$ cat src/wsfp_pkg.sv
`default_nettype none
// ----------------------------------------------------------------------------
// wsfp_pkg
// Shared types and constants for the WebSocket frame parser.
// ----------------------------------------------------------------------------
package wsfp_pkg;

  localparam int unsigned ByteW = 8;
  localparam int unsigned LenW  = 64;
  localparam int unsigned KeyW  = 32;

  localparam logic [ByteW-1:0] FinMask    = 8'h80;
  localparam logic [ByteW-1:0] OpcodeMask = 8'h0F;
  localparam logic [ByteW-1:0] LenMask    = 8'h7F;
  localparam logic [6:0]       Len16Code  = 7'd126;
  localparam logic [6:0]       Len64Code  = 7'd127;

  localparam logic [3:0] Len16Bytes = 4'd2;
  localparam logic [3:0] Len64Bytes = 4'd8;
  localparam logic [2:0] KeyLastIdx = 3'd3;

  typedef enum logic {
    KIND_HEADER  = 1'b0,
    KIND_PAYLOAD = 1'b1
  } kind_e;

  typedef enum logic [2:0] {
    PH_FIRST   = 3'd0,
    PH_SECOND  = 3'd1,
    PH_LEN16   = 3'd2,
    PH_LEN64   = 3'd3,
    PH_KEY     = 3'd4,
    PH_PAYLOAD = 3'd5
  } phase_e;

  typedef struct packed {
    logic             kind;
    logic             fin_flag;
    logic [3:0]       opcode;
    logic             masked_flag;
    logic [LenW-1:0]  payload_length;
    logic [ByteW-1:0] payload_byte;
    logic             last;
  } res_t;

endpackage
`default_nettype wire

$ cat src/wsfp_if.sv
`default_nettype none
// ----------------------------------------------------------------------------
// wsfp_if
// Valid/ready channels: raw frame bytes in, parse results out.
// ----------------------------------------------------------------------------
interface wsfp_byte_if;
  import wsfp_pkg::*;
  logic             valid;
  logic             ready;
  logic [ByteW-1:0] in_byte;

  modport source (output valid, output in_byte, input ready);
  modport sink   (input valid, input in_byte, output ready);
endinterface

interface wsfp_res_if;
  import wsfp_pkg::*;
  logic             valid;
  logic             ready;
  logic             kind;
  logic             fin_flag;
  logic [3:0]       opcode;
  logic             masked_flag;
  logic [LenW-1:0]  payload_length;
  logic [ByteW-1:0] payload_byte;
  logic             last;

  modport source (output valid, output kind, output fin_flag, output opcode,
                  output masked_flag, output payload_length, output payload_byte,
                  output last, input ready);
  modport sink   (input valid, input kind, input fin_flag, input opcode,
                  input masked_flag, input payload_length, input payload_byte,
                  input last, output ready);
endinterface
`default_nettype wire

$ cat src/wsfp_in_stage.sv
`default_nettype none
// ----------------------------------------------------------------------------
// wsfp_in_stage
// Input register: holds one received byte until the parser takes it.
// ----------------------------------------------------------------------------
module wsfp_in_stage (
  input  wire logic                    clk_i,
  input  wire logic                    rst_ni,
  input  wire logic                    valid_i,
  output      logic                    ready_o,
  input  wire logic [wsfp_pkg::ByteW-1:0] byte_i,
  output      logic                    valid_o,
  input  wire logic                    take_i,
  output      logic [wsfp_pkg::ByteW-1:0] byte_o
);
  import wsfp_pkg::*;

  logic             valid_q, valid_d;
  logic [ByteW-1:0] byte_q;

  assign ready_o = ~valid_q | take_i;
  assign valid_o = valid_q;
  assign byte_o  = byte_q;

  always_comb begin
    valid_d = valid_q;
    if (ready_o) begin
      valid_d = valid_i;
    end
  end

  always_ff @(posedge clk_i or negedge rst_ni) begin
    if (!rst_ni) begin
      valid_q <= 1'b0;
    end else begin
      valid_q <= valid_d;
    end
  end

  always_ff @(posedge clk_i) begin
    if (ready_o && valid_i) begin
      byte_q <= byte_i;
    end
  end
endmodule
`default_nettype wire

$ cat src/wsfp_core.sv
`default_nettype none
// ----------------------------------------------------------------------------
// wsfp_core
// Frame state and per-byte decode: header fields, length, mask key, unmask.
// ----------------------------------------------------------------------------
module wsfp_core (
  input  wire logic                       clk_i,
  input  wire logic                       rst_ni,
  input  wire logic                       in_valid_i,
  input  wire logic [wsfp_pkg::ByteW-1:0] in_byte_i,
  output      logic                       take_o,
  output      logic                       res_valid_o,
  output      wsfp_pkg::res_t             res_o,
  input  wire logic                       res_ready_i
);
  import wsfp_pkg::*;

  phase_e           phase_q, phase_d;
  logic             fin_q, fin_d;
  logic [3:0]       op_q, op_d;
  logic             masked_q, masked_d;
  logic [LenW-1:0]  len_q, len_d;
  logic [2:0]       hbc_q, hbc_d;
  logic [KeyW-1:0]  key_q, key_d;
  logic [1:0]       kpos_q, kpos_d;
  logic [LenW-1:0]  left_q, left_d;

  logic             len_done, hdr, emit, last_flag, kind_bit;
  logic [ByteW-1:0] pbyte, key_byte;
  logic [6:0]       len7;
  logic [3:0]       cnt_inc, need;

  assign take_o = in_valid_i & res_ready_i;
  assign len7   = in_byte_i[6:0];

  always_comb begin
    phase_d   = phase_q;
    fin_d     = fin_q;
    op_d      = op_q;
    masked_d  = masked_q;
    len_d     = len_q;
    hbc_d     = hbc_q;
    key_d     = key_q;
    kpos_d    = kpos_q;
    left_d    = left_q;
    len_done  = 1'b0;
    hdr       = 1'b0;
    emit      = 1'b0;
    last_flag = 1'b0;
    kind_bit  = KIND_HEADER;
    pbyte     = '0;
    cnt_inc   = {1'b0, hbc_q} + 4'd1;
    need      = (phase_q == PH_LEN16) ? Len16Bytes : Len64Bytes;
    case (kpos_q)
      2'd0:    key_byte = key_q[31:24];
      2'd1:    key_byte = key_q[23:16];
      2'd2:    key_byte = key_q[15:8];
      default: key_byte = key_q[7:0];
    endcase

    case (phase_q)
      PH_SECOND: begin
        masked_d = |(in_byte_i & FinMask);
        hbc_d    = '0;
        len_d    = '0;
        key_d    = '0;
        kpos_d   = '0;
        if (len7 == Len16Code) begin
          phase_d = PH_LEN16;
        end else if (len7 == Len64Code) begin
          phase_d = PH_LEN64;
        end else begin
          len_d    = {{(LenW-7){1'b0}}, len7};
          len_done = 1'b1;
        end
      end
      PH_LEN16, PH_LEN64: begin
        len_d = {len_q[LenW-ByteW-1:0], in_byte_i};
        if (cnt_inc >= need) begin
          len_done = 1'b1;
        end else begin
          hbc_d = cnt_inc[2:0];
        end
      end
      PH_KEY: begin
        key_d = {key_q[KeyW-ByteW-1:0], in_byte_i};
        if (hbc_q >= KeyLastIdx) begin
          hbc_d = '0;
          hdr   = 1'b1;
        end else begin
          hbc_d = cnt_inc[2:0];
        end
      end
      PH_PAYLOAD: begin
        emit      = 1'b1;
        kind_bit  = KIND_PAYLOAD;
        pbyte     = in_byte_i ^ key_byte;
        last_flag = (left_q <= 64'd1);
        kpos_d    = kpos_q + 2'd1;
        if (last_flag) begin
          left_d  = '0;
          phase_d = PH_FIRST;
        end else begin
          left_d = left_q - 64'd1;
        end
      end
      default: begin
        // first header byte; unused phase codes land here too
        fin_d   = |(in_byte_i & FinMask);
        op_d    = in_byte_i[3:0] & OpcodeMask[3:0];
        phase_d = PH_SECOND;
      end
    endcase

    if (len_done) begin
      hbc_d = '0;
      if (masked_d) begin
        phase_d = PH_KEY;
      end else begin
        hdr = 1'b1;
      end
    end

    if (hdr) begin
      emit      = 1'b1;
      last_flag = (len_d == '0);
      left_d    = len_d;
      kpos_d    = '0;
      phase_d   = last_flag ? PH_FIRST : PH_PAYLOAD;
    end
  end

  assign res_valid_o          = in_valid_i & emit;
  assign res_o.kind           = kind_bit;
  assign res_o.fin_flag       = fin_d;
  assign res_o.opcode         = op_d;
  assign res_o.masked_flag    = masked_d;
  assign res_o.payload_length = len_d;
  assign res_o.payload_byte   = pbyte;
  assign res_o.last           = last_flag;

  always_ff @(posedge clk_i or negedge rst_ni) begin
    if (!rst_ni) begin
      phase_q  <= PH_FIRST;
      fin_q    <= 1'b0;
      op_q     <= '0;
      masked_q <= 1'b0;
      len_q    <= '0;
      hbc_q    <= '0;
      key_q    <= '0;
      kpos_q   <= '0;
      left_q   <= '0;
    end else if (take_o) begin
      phase_q  <= phase_d;
      fin_q    <= fin_d;
      op_q     <= op_d;
      masked_q <= masked_d;
      len_q    <= len_d;
      hbc_q    <= hbc_d;
      key_q    <= key_d;
      kpos_q   <= kpos_d;
      left_q   <= left_d;
    end
  end
endmodule
`default_nettype wire

$ cat src/wsfp_out_stage.sv
`default_nettype none
// ----------------------------------------------------------------------------
// wsfp_out_stage
// Result register: holds one result until the sink takes it.
// ----------------------------------------------------------------------------
module wsfp_out_stage (
  input  wire logic           clk_i,
  input  wire logic           rst_ni,
  input  wire logic           valid_i,
  output      logic           ready_o,
  input  wire wsfp_pkg::res_t res_i,
  output      logic           valid_o,
  input  wire logic           ready_i,
  output      wsfp_pkg::res_t res_o
);
  import wsfp_pkg::*;

  logic valid_q, valid_d;
  res_t res_q;

  assign ready_o = ~valid_q | ready_i;
  assign valid_o = valid_q;
  assign res_o   = res_q;

  always_comb begin
    valid_d = valid_q;
    if (ready_o) begin
      valid_d = valid_i;
    end
  end

  always_ff @(posedge clk_i or negedge rst_ni) begin
    if (!rst_ni) begin
      valid_q <= 1'b0;
    end else begin
      valid_q <= valid_d;
    end
  end

  always_ff @(posedge clk_i) begin
    if (ready_o && valid_i) begin
      res_q <= res_i;
    end
  end
endmodule
`default_nettype wire

$ cat src/websocket_frame_parser.sv
`default_nettype none
// ----------------------------------------------------------------------------
// websocket_frame_parser
// RFC 6455 receive-side frame parser: header result, then unmasked payload.
// ----------------------------------------------------------------------------
//   channel  dir  payload
//   byte_i   in   in_byte (8)
//   res_o    out  kind, fin_flag, opcode, masked_flag, payload_length,
//                 payload_byte, last
//
// One byte is accepted per cycle while res_o does not stall; results are registered.
// The decode path is the 64-bit length shift and the 64-bit bytes-left
// decrement/compare between the input register and the result register.
// Reset clears all frame state; the parser then waits for a first header byte.
// A stall on res_o backs up through the result and input registers.
// ----------------------------------------------------------------------------
module websocket_frame_parser (
  input  wire logic  clk_i,
  input  wire logic  rst_ni,
  wsfp_byte_if.sink  byte_i,
  wsfp_res_if.source res_o
);
  import wsfp_pkg::*;

  logic             in_valid, take, core_valid, out_ready;
  logic [ByteW-1:0] in_byte;
  res_t             core_res, out_res;

  wsfp_in_stage u_in (
    .clk_i   (clk_i),
    .rst_ni  (rst_ni),
    .valid_i (byte_i.valid),
    .ready_o (byte_i.ready),
    .byte_i  (byte_i.in_byte),
    .valid_o (in_valid),
    .take_i  (take),
    .byte_o  (in_byte)
  );

  wsfp_core u_core (
    .clk_i       (clk_i),
    .rst_ni      (rst_ni),
    .in_valid_i  (in_valid),
    .in_byte_i   (in_byte),
    .take_o      (take),
    .res_valid_o (core_valid),
    .res_o       (core_res),
    .res_ready_i (out_ready)
  );

  wsfp_out_stage u_out (
    .clk_i   (clk_i),
    .rst_ni  (rst_ni),
    .valid_i (core_valid),
    .ready_o (out_ready),
    .res_i   (core_res),
    .valid_o (res_o.valid),
    .ready_i (res_o.ready),
    .res_o   (out_res)
  );

  assign res_o.kind           = out_res.kind;
  assign res_o.fin_flag       = out_res.fin_flag;
  assign res_o.opcode         = out_res.opcode;
  assign res_o.masked_flag    = out_res.masked_flag;
  assign res_o.payload_length = out_res.payload_length;
  assign res_o.payload_byte   = out_res.payload_byte;
  assign res_o.last           = out_res.last;
endmodule
`default_nettype wire

$ cat src/flat_wrapper.sv
// flat-port wrapper written by rule: the top's interface ports become plain ports
module websocket_frame_parser_flat import wsfp_pkg::*;
  (clk_i, rst_ni, byte_i_valid, byte_i_in_byte, byte_i_ready, res_o_valid, res_o_kind, res_o_fin_flag, res_o_opcode, res_o_masked_flag, res_o_payload_length, res_o_payload_byte, res_o_last, res_o_ready);
  wsfp_byte_if byte_i_i ();
  wsfp_res_if res_o_i ();
  input  wire logic clk_i;
  input  wire logic rst_ni;
  input wire logic [$bits(byte_i_i.valid)-1:0] byte_i_valid;
  input wire logic [$bits(byte_i_i.in_byte)-1:0] byte_i_in_byte;
  output wire logic [$bits(byte_i_i.ready)-1:0] byte_i_ready;
  output wire logic [$bits(res_o_i.valid)-1:0] res_o_valid;
  output wire logic [$bits(res_o_i.kind)-1:0] res_o_kind;
  output wire logic [$bits(res_o_i.fin_flag)-1:0] res_o_fin_flag;
  output wire logic [$bits(res_o_i.opcode)-1:0] res_o_opcode;
  output wire logic [$bits(res_o_i.masked_flag)-1:0] res_o_masked_flag;
  output wire logic [$bits(res_o_i.payload_length)-1:0] res_o_payload_length;
  output wire logic [$bits(res_o_i.payload_byte)-1:0] res_o_payload_byte;
  output wire logic [$bits(res_o_i.last)-1:0] res_o_last;
  input wire logic [$bits(res_o_i.ready)-1:0] res_o_ready;
  assign byte_i_i.valid = byte_i_valid;
  assign byte_i_i.in_byte = byte_i_in_byte;
  assign byte_i_ready = byte_i_i.ready;
  assign res_o_valid = res_o_i.valid;
  assign res_o_kind = res_o_i.kind;
  assign res_o_fin_flag = res_o_i.fin_flag;
  assign res_o_opcode = res_o_i.opcode;
  assign res_o_masked_flag = res_o_i.masked_flag;
  assign res_o_payload_length = res_o_i.payload_length;
  assign res_o_payload_byte = res_o_i.payload_byte;
  assign res_o_last = res_o_i.last;
  assign res_o_i.ready = res_o_ready;
  websocket_frame_parser u_core (.clk_i(clk_i), .rst_ni(rst_ni), .byte_i(byte_i_i), .res_o(res_o_i));
endmodule
$ cat config.mk
export PLATFORM = sky130hd
export DESIGN_NAME = websocket_frame_parser_flat
export DESIGN_NICKNAME = d
export VERILOG_FILES = /design/src/wsfp_pkg.sv /design/src/wsfp_if.sv /design/src/wsfp_in_stage.sv /design/src/wsfp_core.sv /design/src/wsfp_out_stage.sv /design/src/websocket_frame_parser.sv /design/src/flat_wrapper.sv
export SDC_FILE = /design/constraint.sdc
export NUM_CORES = 1
export LEC_CHECK = 0
export ABC_AREA = 1
export ABC_CLOCK_PERIOD_IN_PS = 9000
export BUFFER_PORTS_ARGS = -buffer_cell sky130_fd_sc_hd__buf_2
export CAP_MARGIN = 20
export CORE_ASPECT_RATIO = 1.25
export CORE_MARGIN = 2
export CORE_UTILIZATION = 44
export DETAILED_ROUTE_END_ITERATION = 7
export HOLD_SLACK_MARGIN = 0.02
export PLACE_DENSITY = 0.6
export SETUP_SLACK_MARGIN = 0.3
export SLEW_MARGIN = 20
export SYNTH_ARGS = -nofsm -noshare
export SYNTH_HDL_FRONTEND = slang
export SYNTH_SLANG_ARGS = --single-unit
$ cat constraint.sdc
create_clock -name clk_i -period 9 [get_ports clk_i]
set_input_delay 0.9 -clock clk_i [delete_from_list [all_inputs] [get_ports clk_i]]
set_output_delay 0.9 -clock clk_i [all_outputs]
set_load 0.05 [all_outputs]
==> qor.csv, run 1 <==
stage,metric,value,unit
status,status,finished clean,
placement,DP HPWL,27.91,mm
yosys,Synthesis Warnings,0,
power,Flop pwr share,33.7,%
worst_hold_path,worst hold-check path type,in2async,
power,switching power,2.614,mW
yosys,number of library cell types mapped by synthesis,36,
sta,Worst-Margin Slew,1.055,ns
clocking,total CTS buffers,28,
route,wire per inst,18.64,um
sta,# setup viols final,0,
setup_path,crit path kind,reg2reg,
setup_path,Crit. End Element,flop,
setup_path,CP Launch Type,flop,
sta,Slew headroom,29.21,%
yosys,register area share after synthesis,53.06,%
final_layout,layout cells sized above 1,10.17,%
sta,f_max,0.2291,GHz
yosys,Post-Syn Nets,1670,
route,first-pass iteration count of the detailed router,6,
clocking,root buffer cell,clkbuf_16,
clocking,Worst-Skew Late Latency,0.55,ns
global_routing,vias in the first global route,10990,
sta,count of final hold-check violations,0,
route,drt via density,5.318,
clocking,clock-pin transition on the worst setup and hold timing paths,0.06,ns
placement,dpl cells,2089,
yosys,synthesized area per cell,8.058,um2
floorplan,die height,198.2,um
route,final WL,39.90,mm
clocking,hold buffers post-CTS,0,
power,combinational power share,43.4,%
clocking,CTS tree,built,
global_routing,GRT Total Usage,25.47,%
power,clock power share,22.9,%
placement,Port Buffers,93,
global_routing,initial antenna violation count,0,
sta,Setup TNS,0,ns
power,VDD IR max,0.2127,mV
floorplan,Die Wd,159.4,um
yosys,Post-synth top flop,dfrtp_1,
final_layout,Final #Nets,1740,
clocking,Max Buffers Root-to-Sink,3,
yosys,area fraction of the dominant cell type after synthesis,33.16,%
clocking,setup bufs post-CTS,0,
sta,Tcrit/Tclk final,48.50,%
run,MaxCap Viol Count,0,
power,Pint,3.082,mW
route,Vias,11390,
floorplan,Rows,71,
global_routing,GRT overflow,0,
power,total power,5.696,mW
setup_path,reg2reg end,u_core.u_out.res_o[12],
final_layout,Post-Layout Cell Count,2141,
clocking,clock sink total,264,
yosys,Synth area leaders,"dfrtp_1, edfxtp_1, nand2_1, nor2_1, o21ai_0",
yosys,Syn Std Cell Area,13280,um2
clocking,post-cts resize count,0,
global_routing,first-pass GRT wire length,62.16,mm
sta,RSZ-0062 raised after global routing,no,
setup_path,Critical Path Fanout Max,101,
setup_path,worst reg-to-reg path cell count,10,
setup_path,WP data required,9.18,ns
setup_path,reg-to-reg setup timing slack,4.63,ns
sta,Tmin final,4.365,ns
final_layout,antenna cells,0,
floorplan,die area,31600,um2
floorplan,core area,29940,um2
power,Sw Ratio,45.89,%
yosys,Post-synth EDFFs,88,
final_layout,area grow syn2layout,13.69,%
placement,GPL Wtd Cong,0.9067,
setup_path,Crit path arrival time,4.54,ns
sta,max-slew violations,0,
power,leak pwr,6.985,nW
sta,clk_skew,0.01026,ns
yosys,Seq cells post-synth,264,
yosys,Yosys top cell by area,dfrtp_1,
route,DRC,0,
global_routing,largest net degree at the start of global routing,102,
yosys,"Async S/R FF share, synth",66.67,%
floorplan,io pins,94,
yosys,Synth Instances,1648,
route,Iteration-0 DRC Markers,712,
floorplan,starting density of the core,44.36,%
power,PwrDens,377.3,nW/um2
route,post-route ant nets,0,
clocking,H-tree levels,1,
setup_path,Crit Reg-Reg Startpoint,u_core.u_core.phase_q[2],
-- how the worst max path moves through the flow --
stage / from / to / slack, ns / cells after the start
floorplan: u_core.u_core.hbc_q[0] / u_core.u_out.res_o[0] / 6.09 / 15
global placement: res_o_ready / u_core.u_out.res_o[7] / 4.45 / 9
detailed placement: u_core.u_core.phase_q[2] / u_core.u_out.res_o[7] / 4.37 / 10
CTS: u_core.u_core.phase_q[2] / u_core.u_out.res_o[7] / 4.36 / 10
global route: u_core.u_core.phase_q[2] / u_core.u_core.left_q[19] / 4.27 / 12
finish: u_core.u_core.phase_q[2] / u_core.u_out.res_o[12] / 4.63 / 10
-- through the flow --
step | instance area, um2 | hold WS, ns | setup slack (ns) | util (%)
floorplan | 13280 | 0.4493 | 6.088 | -
finish | 15100 | 0.3374 | 4.635 | 50.43
global route | 15100 | 0.3806 | 4.275 | 50.43
CTS | 15090 | 0.3493 | 4.361 | 50.42
global placement | 14040 | 0.4630 | 4.452 | 46.91
detailed placement | 14040 | 0.4659 | 4.373 | 46.91
-- registers in the layout, summed over array words and instances (netlist names), 2 cells and up --
signal / cells
u_core.u_core.kpos_q: 2
u_core.u_core.phase_q: 3
u_core.u_in.byte_o: 8
u_core.u_core.key_q: 32
u_core.u_core.hbc_q: 3
u_core.u_core.op_q: 4
u_core.u_out.res_o: 80
u_core.u_core.left_q: 64
u_core.u_core.len_q: 64
-- power groups by stage --
stage / Clock, mW / Sequential (mW) / Combinational [mW]
floorplan: 0 / 2.34 / 1.38
global placement: 0 / 1.93 / 2.43
detailed placement: 0 / 1.93 / 2.45
CTS: 1.32 / 1.92 / 2.47
global route: 1.37 / 1.97 / 2.72
finish: 1.30 / 1.92 / 2.47
-- cells in the mapped netlist, types with 6 or more instances --
library cell	n
xor2_1	37
nand3_1	44
o22ai_1	67
inv_1	143
o21ai_0	122
a21oi_1	55
xnor2_1	14
nor3_1	14
buf_4	7
buf_2	22
nand2_1	522
clkbuf_1	31
o21ai_1	17
or2_2	6
ha_1	10
edfxtp_1	88
dfrtp_1	176
a31oi_1	8
nor2_1	230
-- cells by family (layout without fill, tap and decap cells) --
kind of cell	Yosys count	count (layout)	synth area share (%)
muxes	1	1	0.07538
and+or+nand+nor	836	836	24.87
adders and majority gates	10	10	0.9422
AOI/OAI and AO/OA	275	275	11.20
DFF	264	264	53.06
buffers and inverters	211	303	6.482
xor gates and xnor gates	51	51	3.363
-- final cells by class --
| cell class | instances | area, um2 |
|---|---|---|
| Inverter | 148 | 560.5 |
| Clock buffer | 31 | 753.2 |
| Sequential cell | 264 | 7047 |
| Tap cell | 401 | 501.7 |
| Timing Repair Buffer | 103 | 550.5 |
| Multi-Input combinational cell | 1173 | 5389 |
| Clock inverter | 21 | 296.5 |
| Fill cell | 2957 | 14840 |
-- worst max-delay path, cell delays in order, from the launching register on --
cell and delay, ns:
dfrtp_1 0.44, inv_2 0.15, nand2_2 0.36, inv_2 0.69, nand2_1 0.15, nand3_1 0.17
nand2_4 0.20, nand2_2 0.17, nand2_4 0.30, inv_6 0.57, buf_6 0.69
-- metal layers --
layer  GRT usage (%)  wire length [um]  part of all wire (%)
met3           2.723              1883                   4.7
met4           15.56              2733                   6.8
met5               0                 0                     0
met2           41.92             18750                    47
met1           32.57             16530                    41
-- placed cells by master (no fill, tap or decap), drive strengths merged --
cell type	count
dfrtp	176
xnor2	14
nand2	529
edfxtp	88
inv	147
and2	3
o22ai	67
bufinv	7
o21ai	139
or2	6
nand4	2
a21oi	57
xor2	37
nor3b	1
ha	10
a31oi	8
clkbuf	31
nor2	232
clkinv	11
o211ai	1
nor3	15
nand3	44
nand3b	2
nor4	2
mux2i	1
clkinvlp	4
buf	103
a21o	1
o21a	2
Power figures use the tool's default switching activity.
==> run 2: changes to the inputs <==
Settings changed: ABC_CLOCK_PERIOD_IN_PS 9000 to 4200.
Clock period 9 ns to 4.2 ns, I/O delays scaled along.
==> qor.csv, run 2 (synthesis gave the netlist of run 1 again) <==
stage,metric,value,unit
status,status,finished clean,
route,first-pass iteration count of the detailed router,6,
route,Vias,11370,
floorplan,starting density of the core,44.36,%
clocking,root buffer cell,clkbuf_16,
final_layout,layout cells sized above 1,10.80,%
global_routing,first-pass GRT wire length,62.96,mm
setup_path,reg2reg end,u_core.u_out.res_o[62],
final_layout,Post-Layout Cell Count,2161,
clocking,clock sink total,264,
clocking,Max Buffers Root-to-Sink,3,
placement,placed inst area,14150,um2
setup_path,reg-to-reg setup timing slack,1.04,ns
setup_path,CP Launch Type,flop,
final_layout,"leading cell type in the layout, fill and taps excluded",nand2_1,
power,leak pwr,7.036,nW
floorplan,die area,31600,um2
setup_path,Crit-path slowest cell,dfrtp_1,
route,wire per inst,18.68,um
placement,GPL Wtd Cong,0.9144,
global_routing,vias in the first global route,11050,
final_layout,area grow syn2layout,14.39,%
floorplan,core area,29940,um2
worst_hold_path,WHS Endpoint,u_core.u_in.byte_o[3],
clocking,total CTS buffers,29,
setup_path,Worst path max stage delay,0.49,ns
global_routing,GRT overflow,0,
final_layout,antenna cells,0,
setup_path,Crit path buffers/inverters,3,
sta,Slew headroom,33.93,%
route,drt via density,5.260,
global_routing,largest net degree at the start of global routing,88,
sta,Tcrit/Tclk final,75.24,%
run,MaxCap Viol Count,0,
clocking,clock-pin transition on the worst setup and hold timing paths,0.06,ns
worst_hold_path,Hold Crit Depth,1,
sta,RSZ-0062 raised after global routing,no,
setup_path,worst reg-to-reg path cell count,14,
power,PwrDens,801.0,nW/um2
placement,dpl cells,2102,
sta,max-slew violations,0,
final_layout,"commonest non-fill, non-tap cells in the layout","nand2_1, nor2_1, dfrtp_1",
sta,Tmin final,3.160,ns
route,Iteration-0 DRC Markers,864,
setup_path,WP data required,4.43,ns
setup_path,crit path kind,reg2reg,
sta,count of final hold-check violations,0,
final_layout,Finished Cell Area,15190,um2
floorplan,io pins,94,
global_routing,GRT Total Usage,25.76,%
global_routing,initial antenna violation count,0,
clocking,Worst-Skew Late Latency,0.57,ns
route,DRC,0,
sta,Worst-Margin Slew,0.9874,ns
setup_path,Crit. End Element,flop,
route,final WL,40.38,mm
final_layout,Largest register FFs,80,
floorplan,Rows,71,
worst_hold_path,worst hold-check path type,in2reg,
setup_path,Critical Path Fanout Max,46,
floorplan,Die Wd,159.4,um
worst_hold_path,Min-Delay Startpoint,byte_i_in_byte[3],
floorplan,die height,198.2,um
clocking,H-tree levels,1,
setup_path,Crit Reg-Reg Startpoint,u_core.u_core.phase_q[1],
setup_path,"Critical Path, Cell by Cell",inv_2 > nor3_1 > ha_1 > nand2_1 > nand3_1 > a21o_1 > nand2_1 > nand2_1 > nand2_2 > nand2_4 > nand2_2 > nand2_4 > inv_6 > buf_4,
setup_path,"most used cell, CP",nand2_1,
setup_path,Crit path arrival time,3.40,ns
setup_path,crit-path leading delay family,simple AND/OR/NAND/NOR gates,
placement,DP HPWL,28.62,mm
sta,clk_skew,0.01744,ns
sta,f_max,0.3164,GHz
final_layout,Final #Nets,1759,
clocking,CTS tree,built,
power,VDD IR max,0.5090,mV
route,post-route ant nets,0,
final_layout,# fillers,2903,
sta,Setup TNS,0,ns
placement,Port Buffers,93,
sta,# setup viols final,0,
run 2: how the worst max path moves through the flow:
stage,start,endpoint,cells after the start
2_1_floorplan,u_core.u_core.hbc_q[0],u_core.u_out.res_o[0],15
3_3_place_gp,u_core.u_core.phase_q[1],u_core.u_out.res_o[42],14
6_report,u_core.u_core.phase_q[1],u_core.u_out.res_o[62],14
5_1_grt,u_core.u_core.phase_q[1],u_core.u_core.left_q[20],16
3_5_place_dp,u_core.u_core.phase_q[1],u_core.u_out.res_o[32],14
4_1_cts,u_core.u_core.phase_q[1],u_core.u_out.res_o[65],14
run 2: layout make-up:
type	instances	area, um2	share of cell area, %
timing repair buffer	121	706.9	4.654
clock inverter	18	224.0	1.474
tap	401	501.7	3.303
sequential	264	7047	46.39
multi-input combinational	1173	5389	35.47
inverter	148	560.5	3.690
clock buffer	36	762.0	5.016
run 2: per-layer routing:
metal	track usage, %	vias to the layer above	wire, um
li1	-	5503	-
met1	32.12	5381	16460
met2	43.80	381	19420
met3	3.749	101	2230
met4	13.30	0	2265
met5	0	-	0
run 2: power breakdown:
group          internal [mW]  switching, mW  total (mW)
clock network           1.55           1.11        2.65
logic                   1.36           4.02        5.37
registers               3.59          0.551        4.14
run 2: repair_timing:
| item | in CTS | in global routing |
|---|---|---|
| endpoints found under the hold margin | 78 | 0 |
| buffers inserted | 0 | 0 |
| hold buffers | 5 | 0 |
| resized for setup | 0 | 0 |
run 2: through the flow:
step | total power, mW | hold WS (ns) | setup slack [ns] | utilization [%]
6_report | 12.17 | 0.03920 | 1.040 | 50.74
5_1_grt | 12.95 | 0.02271 | 0.7059 | 50.74
4_1_cts | 12.20 | 0.02263 | 1.045 | 50.74
3_5_place_dp | 9.510 | 0.4656 | 1.074 | 47.28
3_3_place_gp | 9.451 | 0.4631 | 1.133 | 47.28
2_1_floorplan | 7.958 | 0.1244 | 1.288 | -
==> run 3: changes to the inputs <==
Settings changed: ABC_AREA 1 to 0, ABC_CLOCK_PERIOD_IN_PS 4200 to 2600, PLACE_DENSITY 0.6 to 0.63.
Clock period 4.2 ns to 2.6 ns, I/O delays scaled along.
==> qor.csv, run 3 <==
stage,metric,value,unit
clocking,H-tree levels,1,
power,Flop pwr share,31.8,%
global_routing,first-pass GRT wire length,62.89,mm
setup_path,WP data required,3.01,ns
route,first-pass iteration count of the detailed router,8,
power,combinational power share,48.8,%
worst_hold_path,worst hold-check path type,in2async,
setup_path,CP Launch Type,flop,
route,Vias,11130,
sta,Setup TNS,-6.345,ns
placement,GPL Wtd Cong,0.9942,
yosys,Post-synth top flop,dfrtp_1,
final_layout,Post-Layout Cell Count,1724,
status,failing checks,setup timing,
yosys,Post-Syn Nets,1142,
clocking,clock-pin transition on the worst setup and hold timing paths,0.06,ns
global_routing,vias in the first global route,10960,
yosys,Synth Instances,1120,
yosys,Synth area leaders,"dfrtp_1, edfxtp_1, a22o_1, o21ai_0, nor3_1",
yosys,number of library cell types mapped by synthesis,63,
setup_path,"most used cell, CP",or4_4,
floorplan,Rows,68,
floorplan,io pins,94,
power,leak pwr,6.995,nW
yosys,synthesized area per cell,11.06,um2
setup_path,Critical Path Fanout Max,2,
global_routing,GRT overflow,0,
yosys,register area share after synthesis,56.89,%
global_routing,GRT Total Usage,27.56,%
setup_path,Crit path buffers/inverters,2,
power,Pint,12.33,mW
power,Sw Ratio,42.87,%
global_routing,largest net degree at the start of global routing,69,
final_layout,antenna cells,0,
setup_path,crit path kind,reg2reg,
final_layout,area grow syn2layout,35.90,%
setup_path,reg-to-reg setup timing slack,-0.29,ns
run,MaxCap Viol Count,0,
power,switching power,9.255,mW
sta,setup ws final,-0.2894,ns
power,PwrDens,1283,nW/um2
sta,clk_skew,0.01482,ns
final_layout,Largest register FFs,80,
sta,Tmin final,2.889,ns
placement,dpl cells,1618,
floorplan,starting density of the core,44.79,%
power,clock power share,19.4,%
setup_path,Crit-path slowest cell,or4_4,
clocking,Max Buffers Root-to-Sink,3,
sta,Slew headroom,59.90,%
final_layout,"leading cell type in the layout, fill and taps excluded",dfrtp_1,
clocking,clock sink total,264,
placement,Port Buffers,93,
placement,DP HPWL,27.22,mm
setup_path,Crit path arrival time,3.30,ns
power,VDD IR max,0.8123,mV
final_layout,"commonest non-fill, non-tap cells in the layout","dfrtp_1, a22o_1, buf_4",
yosys,area fraction of the dominant cell type after synthesis,35.56,%
sta,Tcrit/Tclk final,111.1,%
floorplan,Die Wd,154.1,um
route,DRC,0,
route,wire per inst,24.64,um
sta,Worst-Margin Slew,0.6015,ns
clocking,CTS tree,built,
route,final WL,42.48,mm
yosys,Seq cells post-synth,264,
setup_path,crit-path leading delay family,simple AND/OR/NAND/NOR gates,
yosys,most common cell in the netlist,dfrtp_1,
yosys,Yosys top cell by area,dfrtp_1,
clocking,Worst-Skew Late Latency,0.55,ns
sta,count of final hold-check violations,0,
final_layout,layout cells sized above 1,34.13,%
setup_path,"Critical Path, Cell by Cell",or4_4 > or3_4 > or4_4 > buf_4 > buf_6 > or4_4 > a32oi_1 > o31ai_1,
route,drt via density,6.454,
yosys,most instantiated cells after synthesis,"dfrtp_1, a22o_1, edfxtp_1",
setup_path,Worst path max stage delay,0.55,ns
sta,RSZ-0062 raised after global routing,yes,
placement,placed inst area,14200,um2
sta,f_max,0.3461,GHz
final_layout,Final #Nets,1375,
floorplan,die height,191.6,um
route,Iteration-0 DRC Markers,1014,
sta,worst hold slack,0.2537,ns
setup_path,Crit. End Element,flop,
route,post-route ant nets,0,
clocking,total CTS buffers,27,
yosys,Post-synth EDFFs,88,
sta,# setup viols final,62,
global_routing,initial antenna violation count,0,
final_layout,Finished Cell Area,16830,um2
yosys,Syn Std Cell Area,12390,um2
status,status,finished with violations,
power,total power,21.59,mW
yosys,"Async S/R FF share, synth",66.67,%
clocking,root buffer cell,clkbuf_16,
sta,max-slew violations,0,
floorplan,core area,27650,um2
final_layout,# fillers,2167,
yosys,Synthesis Warnings,0,
floorplan,die area,29520,um2
==> run 3: area by class of cell <==
class	count	area [um2]	area share [%]
repair buffers	287	2567	15.25
well taps	350	437.9	2.602
clock inverters	20	261.5	1.554
inverters	24	102.6	0.6095
multi-input cells	749	5729	34.04
flip-flops and latches	264	7047	41.86
clock buffers	30	686.9	4.081
==> run 3: timing repair <==
item,4_1_cts,5_1_grt
endpoints found under the setup margin,152,152
buffers inserted,22,7
endpoints found under the hold margin,65,0
pin swaps,79,51
gates cloned,11,5
hold buffers,11,0
resized for setup,150,97
==> run 3: worst paths after layout <==
kind | start | endpoint | cells after the start
worst max-delay path | u_core.u_core.left_q[56] | u_core.u_core.phase_q[0] | 8
worst min-delay path | rst_ni | u_core.u_core.len_q[37] | 2
worst max register to register | u_core.u_core.left_q[56] | u_core.u_core.phase_q[0] | 8
worst min register to register | u_core.u_core.op_q[3] | u_core.u_core.op_q[3] | 2
max in group asynchronous | rst_ni | u_core.u_core.key_q[16] | 3
min in group clk_i | byte_i_in_byte[5] | u_core.u_in.byte_o[5] | 2
==> run 3: per-stage QoR <==
step / utilization (%) / worst slack, ns
6_report: 60.87 / -0.2894
5_1_grt: 60.87 / -0.3021
4_1_cts: 58.62 / -0.1526
3_5_place_dp: 51.34 / -0.2246
3_3_place_gp: 51.34 / -0.1593
2_1_floorplan: - / -0.09858
==> run 3: power by group through the flow <==
stage	Combinational [mW]	Sequential (mW)	Clock, mW
after floorplan	3.94	8.20	0
after global placement	8.20	6.83	0
after detailed placement	8.28	6.85	0
after CTS	9.58	6.81	4.23
after global routing	11.1	6.98	4.41
final	10.5	6.87	4.19
==> run 3: cells by family after synthesis <==
logic type / Yosys count / share of synthesized area [%]
AOI/OAI and AO/OA: 376 / 23.09
xor gates and xnor gates: 9 / 0.6365
adders and majority gates: 10 / 1.010
buffers and inverters: 108 / 3.435
DFF: 264 / 56.89
muxes: 7 / 0.6365
and+or+nand+nor: 346 / 14.29
==> run 3: worst reg2reg max path, stage by stage, from the launching register on <==
cell     delay, ns
dfrtp_1       0.39
or4_4         0.55
or3_4         0.39
or4_4         0.45
buf_4         0.16
buf_6         0.11
or4_4         0.42
a32oi_1       0.20
o31ai_1       0.11
==> run 3: routing by layer <==
metal  vias to the layer above  GRT usage (%)  routed length, um
met5                         -              0                  0
met4                         0          16.43               2890
met3                       185          4.671               3416
met2                       613          45.67              20490
met1                      5503          34.04              15680
li1                       4826              -                  -
